[src/design/rcr_pkg.sv]
// ----------------------------------------------------------------------------
// rcr_pkg
// Shared widths, codes and types for the reflectance array steering block.
// ----------------------------------------------------------------------------
package rcr_pkg;

   // Array size and tick counter width.
   localparam int NUM_SENSORS     = 8;
   localparam int TIME_WIDTH      = 16;

   // Fixed field widths of the ports.
   localparam int LEVEL_WIDTH     = 8;
   localparam int HOLD_WIDTH      = 8;
   localparam int THRESH_WIDTH    = 16;
   localparam int CSR_DATA_WIDTH  = 16;
   localparam int PHASE_WIDTH     = 2;
   localparam int CMD_WIDTH       = 3;
   localparam int MAP_WIDTH       = 8;
   localparam int COUNT_OUT_WIDTH = 3;

   // Reset values of the configuration registers.
   localparam logic [HOLD_WIDTH-1:0]   HOLD_TICKS_RESET      = HOLD_WIDTH'(1);
   localparam logic [THRESH_WIDTH-1:0] BLACK_THRESHOLD_RESET = THRESH_WIDTH'(2);

   // Derived sizes.
   localparam int HALF_SENSORS = NUM_SENSORS / 2;
   localparam int COUNT_WIDTH  = $clog2(NUM_SENSORS + 1);
   localparam int MAP_LANES    = (NUM_SENSORS < MAP_WIDTH) ? NUM_SENSORS : MAP_WIDTH;
   localparam int IN_LANES     = (NUM_SENSORS < LEVEL_WIDTH) ? NUM_SENSORS : LEVEL_WIDTH;
   localparam int CMP_WIDTH    = (TIME_WIDTH > THRESH_WIDTH) ? TIME_WIDTH : THRESH_WIDTH;

   // Configuration register indexes.
   typedef enum logic [0:0] {
      CSR_HOLD_TICKS      = 1'b0,
      CSR_BLACK_THRESHOLD = 1'b1
   } csr_index_type;

   // Steer command codes.
   typedef enum logic [CMD_WIDTH-1:0] {
      CMD_STRAIGHT   = 3'd0,
      CMD_LEFT       = 3'd1,
      CMD_RIGHT      = 3'd2,
      CMD_STOP_BLACK = 3'd3,
      CMD_STOP_NONE  = 3'd4
   } cmd_type;

   // Control sent from the sequencer to every lane.
   typedef struct packed {
      logic                    clear;
      logic                    capture;
      logic [TIME_WIDTH-1:0]   tick;
      logic [TIME_WIDTH-1:0]   mark;
      logic [THRESH_WIDTH-1:0] threshold;
   } lane_ctrl_type;

   // What one lane reports for the current tick.
   typedef struct packed {
      logic done;
      logic black;
   } lane_status_type;

   // Steering decision for one tick.
   typedef struct packed {
      logic                       command_valid;
      logic [CMD_WIDTH-1:0]       steer_command;
      logic [MAP_WIDTH-1:0]       black_map;
      logic [COUNT_OUT_WIDTH-1:0] left_black;
      logic [COUNT_OUT_WIDTH-1:0] right_black;
   } decision_type;

   // One complete result item.
   typedef struct packed {
      logic                   charge_drive;
      logic [PHASE_WIDTH-1:0] phase;
      decision_type           decision;
   } rsp_type;

   // Clamp a black count to the output field.
   function automatic logic [COUNT_OUT_WIDTH-1:0] sat_count(input logic [COUNT_WIDTH-1:0] c);
      logic [COUNT_WIDTH+COUNT_OUT_WIDTH-1:0] wide;
      wide = (COUNT_WIDTH+COUNT_OUT_WIDTH)'(c);
      if (wide > (COUNT_WIDTH+COUNT_OUT_WIDTH)'(7)) begin
         return COUNT_OUT_WIDTH'(7);
      end
      return wide[COUNT_OUT_WIDTH-1:0];
   endfunction

endpackage

[src/design/rcr_lane.sv]
// ----------------------------------------------------------------------------
// rcr_lane
// One sensor channel: captures the first low tick of a read and classifies
// the discharge time against the black threshold.
// ----------------------------------------------------------------------------
module rcr_lane (
   input  logic                     clock,
   input  logic                     reset,
   input  rcr_pkg::lane_ctrl_type   ctrl,
   input  logic                     level,
   output rcr_pkg::lane_status_type status
);
   import rcr_pkg::*;

   logic                  captured_ff;
   logic                  captured_in;
   logic [TIME_WIDTH-1:0] cap_tick_ff;
   logic [TIME_WIDTH-1:0] cap_tick_in;
   logic [TIME_WIDTH-1:0] cap_value;
   logic [TIME_WIDTH-1:0] delta;

   // Capture flag and capture tick.
   always_comb begin
      captured_in = captured_ff;
      cap_tick_in = cap_tick_ff;
      if (ctrl.clear) begin
         captured_in = 1'b0;
      end else if (ctrl.capture && !captured_ff && !level) begin
         captured_in = 1'b1;
         cap_tick_in = ctrl.tick;
      end
   end

   always_ff @(posedge clock) begin
      if (reset) begin
         captured_ff <= 1'b0;
      end else begin
         captured_ff <= captured_in;
      end
   end

   always_ff @(posedge clock) begin
      cap_tick_ff <= cap_tick_in;
   end

   // A pin that goes low on this tick counts as captured at this tick.
   assign cap_value = captured_ff ? cap_tick_ff : ctrl.tick;
   assign delta     = cap_value - ctrl.mark;

   assign status.done  = captured_ff | ~level;
   assign status.black = CMP_WIDTH'(delta) > CMP_WIDTH'(ctrl.threshold);

endmodule

[src/design/rcr_merge.sv]
// ----------------------------------------------------------------------------
// rcr_merge
// Combines the lane results: black map, per-half counts and steer command.
// Holds the last issued command.
// ----------------------------------------------------------------------------
module rcr_merge (
   input  logic                         clock,
   input  logic                         reset,
   input  logic                         issue,
   input  logic [rcr_pkg::NUM_SENSORS-1:0] black,
   output rcr_pkg::decision_type        decision
);
   import rcr_pkg::*;

   logic [CMD_WIDTH-1:0]   last_cmd_ff;
   logic [CMD_WIDTH-1:0]   last_cmd_in;
   logic [COUNT_WIDTH-1:0] left_cnt;
   logic [COUNT_WIDTH-1:0] right_cnt;
   logic [CMD_WIDTH-1:0]   cmd;
   logic [MAP_WIDTH-1:0]   map;

   // Count black sensors in each half.
   always_comb begin
      left_cnt  = '0;
      right_cnt = '0;
      for (int i = 0; i < NUM_SENSORS; i++) begin
         if (i < HALF_SENSORS) begin
            left_cnt = left_cnt + COUNT_WIDTH'(black[i]);
         end else begin
            right_cnt = right_cnt + COUNT_WIDTH'(black[i]);
         end
      end
   end

   // Decision in priority order.
   always_comb begin
      if (&black) begin
         cmd = CMD_STOP_BLACK;
      end else if (left_cnt > right_cnt) begin
         cmd = CMD_LEFT;
      end else if (right_cnt > left_cnt) begin
         cmd = CMD_RIGHT;
      end else if (left_cnt == '0) begin
         cmd = CMD_STOP_NONE;
      end else begin
         cmd = CMD_STRAIGHT;
      end
   end

   always_comb begin
      map                  = '0;
      map[MAP_LANES-1:0]   = black[MAP_LANES-1:0];
   end

   assign last_cmd_in = issue ? cmd : last_cmd_ff;

   always_ff @(posedge clock) begin
      if (reset) begin
         last_cmd_ff <= CMD_STOP_NONE;
      end else begin
         last_cmd_ff <= last_cmd_in;
      end
   end

   // Fields other than the command read zero when no command is issued.
   always_comb begin
      decision.command_valid = issue;
      decision.steer_command = last_cmd_in;
      decision.black_map     = issue ? map : '0;
      decision.left_black    = issue ? sat_count(left_cnt) : '0;
      decision.right_black   = issue ? sat_count(right_cnt) : '0;
   end

endmodule

[src/design/rc_reflectance_array_steering_top.sv]
// ----------------------------------------------------------------------------
// rc_reflectance_array_steering_top
// Charge / hold / read sequencer for an RC reflectance sensor array, with one
// lane per sensor and a merge stage that forms the steer command.
//
//   Channel   Direction  Handshake          Content
//   req_      in         req_valid/stall    one tick: sensor pin levels
//   rsp_      out        rsp_valid/stall    one result per tick
//   csr_      in         csr_write          hold_ticks, black_threshold
//
// One tick is taken per clock cycle while req_stall is low; each produces
// exactly one result, held in the output register or, when that is full, in
// the skid entry. The lanes, merge and sequencer update in the transfer cycle.
// A two-entry output buffer (register plus skid) keeps input transfers going
// while a result waits; req_stall rises only when both entries are full.
// Reset is synchronous and returns the sequencer to the charge phase.
// ----------------------------------------------------------------------------
module rc_reflectance_array_steering_top (
   input  logic                                 clock,
   input  logic                                 reset,
   input  logic                                 req_valid,
   output logic                                 req_stall,
   input  logic [rcr_pkg::LEVEL_WIDTH-1:0]      req_sensor_levels,
   output logic                                 rsp_valid,
   input  logic                                 rsp_stall,
   output logic                                 rsp_charge_drive,
   output logic [rcr_pkg::PHASE_WIDTH-1:0]      rsp_phase,
   output logic                                 rsp_command_valid,
   output logic [rcr_pkg::CMD_WIDTH-1:0]        rsp_steer_command,
   output logic [rcr_pkg::MAP_WIDTH-1:0]        rsp_black_map,
   output logic [rcr_pkg::COUNT_OUT_WIDTH-1:0]  rsp_left_black,
   output logic [rcr_pkg::COUNT_OUT_WIDTH-1:0]  rsp_right_black,
   input  logic                                 csr_write,
   input  rcr_pkg::csr_index_type               csr_index,
   input  logic [rcr_pkg::CSR_DATA_WIDTH-1:0]   csr_data
);
   import rcr_pkg::*;

   typedef enum logic [PHASE_WIDTH-1:0] {
      PH_CHARGE = 2'd0,
      PH_HOLD   = 2'd1,
      PH_READ   = 2'd2
   } phase_type;

   phase_type                 phase_ff;
   phase_type                 phase_in;
   logic [TIME_WIDTH-1:0]     tick_ff;
   logic [TIME_WIDTH-1:0]     tick_in;
   logic [TIME_WIDTH-1:0]     mark_ff;
   logic [TIME_WIDTH-1:0]     mark_in;
   logic [TIME_WIDTH-1:0]     elapsed;
   logic [HOLD_WIDTH-1:0]     hold_ticks_ff;
   logic [THRESH_WIDTH-1:0]   black_threshold_ff;

   logic                      req_fire;
   logic                      rsp_fire;
   logic                      all_done;
   logic                      issue;
   lane_ctrl_type             lane_ctrl;
   lane_status_type           lane_status [NUM_SENSORS];
   logic [NUM_SENSORS-1:0]    lane_done;
   logic [NUM_SENSORS-1:0]    lane_black;
   decision_type              decision;
   rsp_type                   rsp_in;

   rsp_type                   main_ff;
   logic                      main_valid_ff;
   rsp_type                   skid_ff;
   logic                      skid_valid_ff;

   assign req_fire = req_valid & ~req_stall;
   assign rsp_fire = rsp_valid & ~rsp_stall;

   // Configuration registers.
   always_ff @(posedge clock) begin
      if (reset) begin
         hold_ticks_ff      <= HOLD_TICKS_RESET;
         black_threshold_ff <= BLACK_THRESHOLD_RESET;
      end else if (csr_write) begin
         case (csr_index)
            CSR_HOLD_TICKS:      hold_ticks_ff      <= csr_data[HOLD_WIDTH-1:0];
            CSR_BLACK_THRESHOLD: black_threshold_ff <= csr_data[THRESH_WIDTH-1:0];
            default:             hold_ticks_ff      <= hold_ticks_ff;
         endcase
      end
   end

   // Lane control for this tick.
   always_comb begin
      lane_ctrl.clear     = req_fire && (phase_ff != PH_HOLD) && (phase_ff != PH_READ);
      lane_ctrl.capture   = req_fire && (phase_ff == PH_READ);
      lane_ctrl.tick      = tick_ff;
      lane_ctrl.mark      = mark_ff;
      lane_ctrl.threshold = black_threshold_ff;
   end

   // One lane per sensor; sensors past the input port read low.
   for (genvar g = 0; g < NUM_SENSORS; g++) begin : g_lane
      logic level;
      if (g < IN_LANES) begin : g_pin
         assign level = req_sensor_levels[g];
      end else begin : g_tied
         assign level = 1'b0;
      end
      rcr_lane u_lane (
         .clock  (clock),
         .reset  (reset),
         .ctrl   (lane_ctrl),
         .level  (level),
         .status (lane_status[g])
      );
      assign lane_done[g]  = lane_status[g].done;
      assign lane_black[g] = lane_status[g].black;
   end

   assign all_done = &lane_done;
   assign issue    = req_fire && (phase_ff == PH_READ) && all_done;

   rcr_merge u_merge (
      .clock    (clock),
      .reset    (reset),
      .issue    (issue),
      .black    (lane_black),
      .decision (decision)
   );

   // Phase sequencer next state.
   assign elapsed = tick_ff - mark_ff;

   always_comb begin
      phase_in = phase_ff;
      tick_in  = tick_ff;
      mark_in  = mark_ff;
      if (req_fire) begin
         tick_in = tick_ff + TIME_WIDTH'(1);
         case (phase_ff)
            PH_HOLD: begin
               if (elapsed >= TIME_WIDTH'(hold_ticks_ff)) begin
                  mark_in  = tick_ff;
                  phase_in = PH_READ;
               end
            end
            PH_READ: begin
               if (all_done) begin
                  phase_in = PH_CHARGE;
               end
            end
            default: begin
               mark_in  = tick_ff;
               phase_in = PH_HOLD;
            end
         endcase
      end
   end

   always_ff @(posedge clock) begin
      if (reset) begin
         phase_ff <= PH_CHARGE;
         tick_ff  <= '0;
         mark_ff  <= '0;
      end else begin
         phase_ff <= phase_in;
         tick_ff  <= tick_in;
         mark_ff  <= mark_in;
      end
   end

   // Result for the tick being transferred in.
   always_comb begin
      rsp_in.charge_drive = (phase_ff != PH_READ);
      rsp_in.phase        = (phase_ff == PH_HOLD || phase_ff == PH_READ) ? phase_ff : PH_CHARGE;
      rsp_in.decision     = decision;
   end

   // Output register with skid entry.
   always_ff @(posedge clock) begin
      if (reset) begin
         main_valid_ff <= 1'b0;
         skid_valid_ff <= 1'b0;
      end else if (skid_valid_ff) begin
         if (rsp_fire) begin
            main_valid_ff <= 1'b1;
            skid_valid_ff <= 1'b0;
         end
      end else if (!main_valid_ff || rsp_fire) begin
         main_valid_ff <= req_fire;
      end else if (req_fire) begin
         skid_valid_ff <= 1'b1;
      end
   end

   always_ff @(posedge clock) begin
      if (skid_valid_ff) begin
         if (rsp_fire) begin
            main_ff <= skid_ff;
         end
      end else if (!main_valid_ff || rsp_fire) begin
         main_ff <= rsp_in;
      end else if (req_fire) begin
         skid_ff <= rsp_in;
      end
   end

   assign req_stall         = skid_valid_ff;
   assign rsp_valid         = main_valid_ff;
   assign rsp_charge_drive  = main_ff.charge_drive;
   assign rsp_phase         = main_ff.phase;
   assign rsp_command_valid = main_ff.decision.command_valid;
   assign rsp_steer_command = main_ff.decision.steer_command;
   assign rsp_black_map     = main_ff.decision.black_map;
   assign rsp_left_black    = main_ff.decision.left_black;
   assign rsp_right_black   = main_ff.decision.right_black;

   // The skid entry is only used behind a full output register.
   a_skid_behind_main: assert property (@(posedge clock) disable iff (reset)
      skid_valid_ff |-> main_valid_ff)
      else $error("skid entry full while output register empty");

   // A steer command only completes a read.
   a_cmd_in_read: assert property (@(posedge clock) disable iff (reset)
      (rsp_valid && rsp_command_valid) |-> (rsp_phase == PH_READ && !rsp_charge_drive))
      else $error("command issued outside the read phase");

   // Without a command the map and counts read zero.
   a_idle_fields_zero: assert property (@(posedge clock) disable iff (reset)
      (rsp_valid && !rsp_command_valid) |->
         (rsp_black_map == '0 && rsp_left_black == '0 && rsp_right_black == '0))
      else $error("map or counts set without a command");

   // Issuing a command returns the sequencer to charge.
   a_issue_to_charge: assert property (@(posedge clock) disable iff (reset)
      issue |=> (phase_ff == PH_CHARGE))
      else $error("sequencer did not return to charge after a command");

endmodule

[config.mk]
export PLATFORM = sky130hd
export DESIGN_NAME = rc_reflectance_array_steering_top
export DESIGN_NICKNAME = d
export VERILOG_FILES = /design/src/design/rcr_pkg.sv /design/src/design/rcr_lane.sv /design/src/design/rcr_merge.sv /design/src/design/rc_reflectance_array_steering_top.sv
export SDC_FILE = /design/constraint.sdc
export NUM_CORES = 1
export LEC_CHECK = 0
export ABC_AREA = 1
export BUFFER_PORTS_ARGS = -buffer_cell sky130_fd_sc_hd__buf_2
export CAP_MARGIN = 0
export CORE_MARGIN = 4
export CORE_UTILIZATION = 30
export DETAILED_ROUTE_END_ITERATION = 10
export MAX_ROUTING_LAYER = met4
export PLACE_DENSITY_LB_ADDON = 0.08
export SLEW_MARGIN = 20
export SYNTH_ARGS = -nofsm -noshare
export SYNTH_HDL_FRONTEND = slang
export SYNTH_SLANG_ARGS = --single-unit
[constraint.sdc]
create_clock -name clock -period 11.5 [get_ports clock]
set_input_delay 2.875 -clock clock [delete_from_list [all_inputs] [get_ports clock]]
set_output_delay 2.875 -clock clock [all_outputs]
set_load 0.05 [all_outputs]
== After elaboration in Yosys (flattened, before gate mapping) ==
Index checks and enable logic that the tools add are counted.
Storage, ports and cells
  register bits after elaboration: 241
  bits of input ports: 30
  output and inout port bits: 23
  logic and storage cells: 194
Cells by class
  $add $sub $neg: 16
  magnitude comparators: 13
  eq/ne operators: 7
  multiplexer cells: 38
  bitwise logic cells: 24
  reductions and logical operators: 58
Operator list (number)
  $mux W16: 9
  $sub A16 B16 Y16: 9
  $gt A16 B16 Y1: 8
  $mux W21: 3
  $mux W3: 11
  $pmux W16 S2: 1
  $reduce_and A2 Y1: 11
  $logic_and A1 B1 Y1: 20
  $logic_not A1 Y1: 17
  $add A16 B1 Y16 const B: 1
  $add A4 B1 Y4: 4
  $ge A16 B8 Y1: 1
  $reduce_and A8 Y1: 2
  $not A1 Y1: 14
  $mux W1: 9
  $reduce_and A3 Y1: 3
  $gt A4 B3 Y1 const B: 2
  $gt A4 B4 Y1: 2
  $mux W8: 1
  $ne A2 B2 Y1 const B: 4
  $or A1 B1 Y1: 8
  $mux W2: 3
  $add A1 B1 Y2: 2
  $logic_not A4 Y1: 1
  8 further kinds: 10

== Depth between registers and ports, before layout ==
  depth after elaboration: 14
  depth in mapped cells: 40
  depth with buffers taken out: 39

== Hierarchy ==
Synthesis repeated with hierarchy kept, for this count alone.
Unflattened totals
  cells, all modules: 3114
  area, all modules: 22610.4 µm²
Modules (own cells, without submodules)
  rcr_lane (g_lane[3].u_lane ...): times used 3, cells each 295, area each 2100.8 µm², sequential area each 500.5 µm²
  rcr_lane (g_lane[0].u_lane ...): times used 3, cells each 295, area each 2093.3 µm², sequential area each 500.5 µm²
  rc_reflectance_array_steering_top: times used 1, cells each 667, area each 5306.3 µm², sequential area each 2462.4 µm²
  rcr_lane (g_lane[7].u_lane): times used 1, cells each 295, area each 2112.0 µm², sequential area each 500.5 µm²
  rcr_lane (g_lane[6].u_lane): times used 1, cells each 295, area each 2095.8 µm², sequential area each 500.5 µm²
  rcr_merge: times used 1, cells each 87, area each 514.2 µm², sequential area each 60.1 µm²

== Least setup slack after synthesis ==
No wires, ideal clock.
  path type: register -> register
  start point: register tick_ff[0]
  end point: register main_ff (netlist bit rsp_steer_command[2]) (data pin)
  setup time: 0.252 ns
  arrival: 5.122 ns
  data required time: 11.248 ns
  slack: 6.125 ns
  cell stages (with the launch flop): 36
  buffers on the path: 1
  period minus slack after synthesis: 5.375 ns
  cells stage by stage: dfxtp_1 > inv_1 > clkbuf_1 > nand2_1 > o21ai_0 > ha_1 > inv_1 > fa_1 > nand3_1 > nand2_1 > a21oi_1 > o21ai_0 > a21boi_0 > o21ai_0 > xor2_1 > ha_1 > nand4_1 > nor3_1 > nand4_1 > nand2_1 > inv_1 > ha_1 > fa_1 > ha_1 > inv_1 > ha_1 > inv_1 > o21bai_1 > a21oi_1 > inv_1 > nand2_1 > nand4_1 > nand3b_1 > nand2_1 > nand2_1 > nand2_1
RTL lines
  from (decl): RTL line rc_reflectance_array_steering_top.sv:47  | logic [TIME_WIDTH-1:0] tick_ff;
  from (signal assigned): RTL line rc_reflectance_array_steering_top.sv:163  | tick_ff <= tick_in;
  to (signal assigned): RTL line rc_reflectance_array_steering_top.sv:195  | main_ff <= skid_ff;
  to (signal assigned): RTL line rc_reflectance_array_steering_top.sv:198  | main_ff <= rsp_in;
  to (decl): RTL line rc_reflectance_array_steering_top.sv:66  | rsp_type main_ff;

==> flow_metrics.py <==
metrics = {
    "final_layout": {
        "area_growth_pct": 12.4,
        "final_util_pct": 34.2,
        "drive_gt1_share_pct": 7.05,
        "layout_common_cells": "494 x nand2_1, 285 x ha_1, 242 x o21ai_0, 237 x a21oi_1, 232 x inv_1",
        "final_cells": 3236,
        "final_common_cell": "nand2_1",
        "final_nets": 2699,
        "fin_area_um2": 21100,
    },
    "power": {
        "ir_drop_uv": 104,
        "power.density_nw_per_um2": 146,
        "intPower_mw": 1.93,
        "seq_power_share_pct": 31.4,
        "p_comb_share_pct": 38.8,
        "clockPowerShare_pct": 29.8,
        "swShare_pct": 37.7,
        "p_sw_mw": 1.17,
        "p_leak_nw": 9.31,
    },
    "worst_setup_path": {
        "crit_type": "reg2reg",
        "endpoint_kind": "flop",
        "cpMostUsedCell": "nand2_1",
        "worst_path_max_delay_cell": "dfxtp_1",
        "cpPeakStageDelay_ps": 650,
        "crit_arrival_ps": 7340,
        "startpoint_type": "flop",
        "worstPathRequired_ps": 11840,
        "worstPathMaxFanout": 13,
    },
    "global_routing": {
        "grt_usage_pct": 20.3,
        "overflow": 0,
        "grt_pass1_vias": 15400,
        "grt-busiest-layer": "met2",
        "antenna_found_initial": 4,
        "grt_pass1_wl_mm": 98.8,
        "met1_usage_pct": 27.1,
        "grtUsageMet3_pct": 1.44,
        "grt_max_degree": 54,
        "use_met2_pct": 33.6,
    },
    "hold_path": {
        "hp-class": "reg2reg",
    },
    "placement": {
        "post_dp_cell_area_um2": 20200,
        "portBuffers": 52,
        "dp_cells": 3177,
        "place.gp.congestion": 0.872,
        "hpwlAfterDp_mm": 50.5,
    },
    "clocking": {
        "cts_resized": 0,
        "cts_max_path_buffers": 3,
        "clk_pin_slew_ps": 60,
        "numClockSinks": 241,
        "postCtsHoldBufs": 0,
        "cts-root-buf": "clkbuf_16",
        "cts_buffers": 31,
        "clkLatencyLatePin_ps": 580,
        "cts_setup_buffers": 0,
        "cts_tree": "yes",
        "htree_levels": 1,
    },
    "yosys": {
        "ys.flop_type": "edfxtp_1",
        "synthArstFlopShare_pct": 0,
        "yosys_warnings": 0,
        "syn_area_um2": 18800,
        "ys_seq_area_share_pct": 34.7,
        "synth-edff-count": 170,
        "syn_area_per_cell_um2": 8.17,
        "syn_inst": 2301,
        "ys_seq_elements": 241,
        "syn_nets": 2627,
        "synth_cell_types": 43,
    },
    "route": {
        "drt-vias-per-instance": 4.95,
        "drcViolationCount": 0,
        "vias": 16000,
        "wl_per_cell_um": 20.8,
        "first_pass_iters": 5,
        "postRouteAntennaNets": 0,
        "routed_wl_mm": 67.4,
        "initialDrtViolationCount": 1004,
    },
    "floorplanning": {
        "die-area_um2": 66700,
        "die_x_um": 258,
        "start_util_pct": 30.4,
        "die_h_um": 258,
        "coreArea_um2": 61800,
        "ioPinCount": 53,
        "rows": 91,
    },
    "sta": {
        "final-max-slew-violation-count": 0,
        "fmax_mhz": 143,
        "setup_viol": 0,
        "skew_ps": 12.5,
        "hold_viol": 0,
        "period_minus_slack_ps": 7010,
        "setup_tns_ps": 0,
        "finalCritPeriodShare_pct": 60.9,
        "rsz0062_at_grt": "false",
        "slew_headroom_pct": 26.0,
        "worst_slew_pin_slew_ps": 1110,
    },
    "outcome": {
        "status": "completed",
    },
    "run": {
        "drv_cap": 0,
    },
}
-- path summary, 6_finish.rpt --
path | slack [ps] | start | to | cells after the start
max | 4490 | tick_ff[1] | rsp_steer_command[2] | 31
min | 460 | black_threshold_ff[3] | black_threshold_ff[3] | 2
max reg2reg | 4490 | tick_ff[1] | rsp_steer_command[2] | 31
min reg2reg | 460 | black_threshold_ff[3] | black_threshold_ff[3] | 2
-- flip-flops by register name, summed over array words and instances (netlist names), 3 cells and up --
signal / count
black_threshold_ff: 16
g_lane.u_lane.cap_tick_ff: 128
g_lane.u_lane.captured_ff: 8
hold_ticks_ff: 8
mark_ff: 16
rsp_black_map: 8
rsp_left_black: 3
rsp_right_black: 3
rsp_steer_command: 3
skid_ff: 21
tick_ff: 16
u_merge.last_cmd_ff: 3
-- logic make-up after synthesis --
| group | after synthesis | share of synthesized area [%] |
|---|---|---|
| buf+inv | 290 | 5.98 |
| compound gates | 555 | 15.8 |
| fa+ha+maj | 296 | 20.1 |
| simple gates | 793 | 17.6 |
| flops | 241 | 34.7 |
| xor+xnor | 126 | 5.87 |
-- critical path: cells and delay by family, from the launching register on --
kind	cells	cell delay, ps
compound gates	8	2550
xor+xnor	1	160
fa+ha+maj	6	1770
buf+inv	5	610
flops	1	650
simple gates	11	1020
-- power groups by stage --
stage	Clock, mW	Combinational (mW)	Sequential (mW)
2_1_floorplan	0	0.840	1.00
3_3_place_gp	0	1.19	0.988
3_5_place_dp	0	1.20	0.989
6_report	0.923	1.20	0.970
5_1_grt	0.985	1.37	0.973
4_1_cts	0.948	1.21	0.970
-- synthesized netlist by cell type (18+ instances only) --
cell type | count | area, µm²
edfxtp_1 | 170 | 5100
nand4_1 | 18 | 113
nor3_1 | 22 | 110
ha_1 | 285 | 3570
inv_1 | 232 | 871
nand2_1 | 494 | 1850
nand3_1 | 83 | 415
nor2_1 | 139 | 522
o21ai_0 | 242 | 1210
a21oi_1 | 237 | 1190
dfxtp_1 | 71 | 1420
xor2_1 | 90 | 788
xnor2_1 | 36 | 315
clkbuf_1 | 46 | 173
-- metrics by stage --
stage               setup WS (ps)  total power, mW  hold slack (ps)
floorplan                    6130             1.84              435
global placement             4530             2.18              446
detailed placement           4440             2.19              454
CTS                          4430             3.13              463
global route                 3980             3.33              485
finish                       4490             3.09              455
-- final cells by class --
class                           count  area [µm²]
Inverter                          236         886
Multi-Input combinational cell   1770       11200
Clock buffer                       45         848
Clock inverter                     13        96.3
Fill cell                        6580       40700
Sequential cell                   241        6530
Timing Repair Buffer               93         568
Tap cell                          837        1050
Antenna cell                        1        2.50
-- routing by layer --
layer	part of all wire (%)	up-vias
met5	0	-
met4	2.8	0
met3	3.0	76
met2	47	281
met1	47	7595
li1	-	8059
Note: power is estimated with default switching activity, not from simulation.
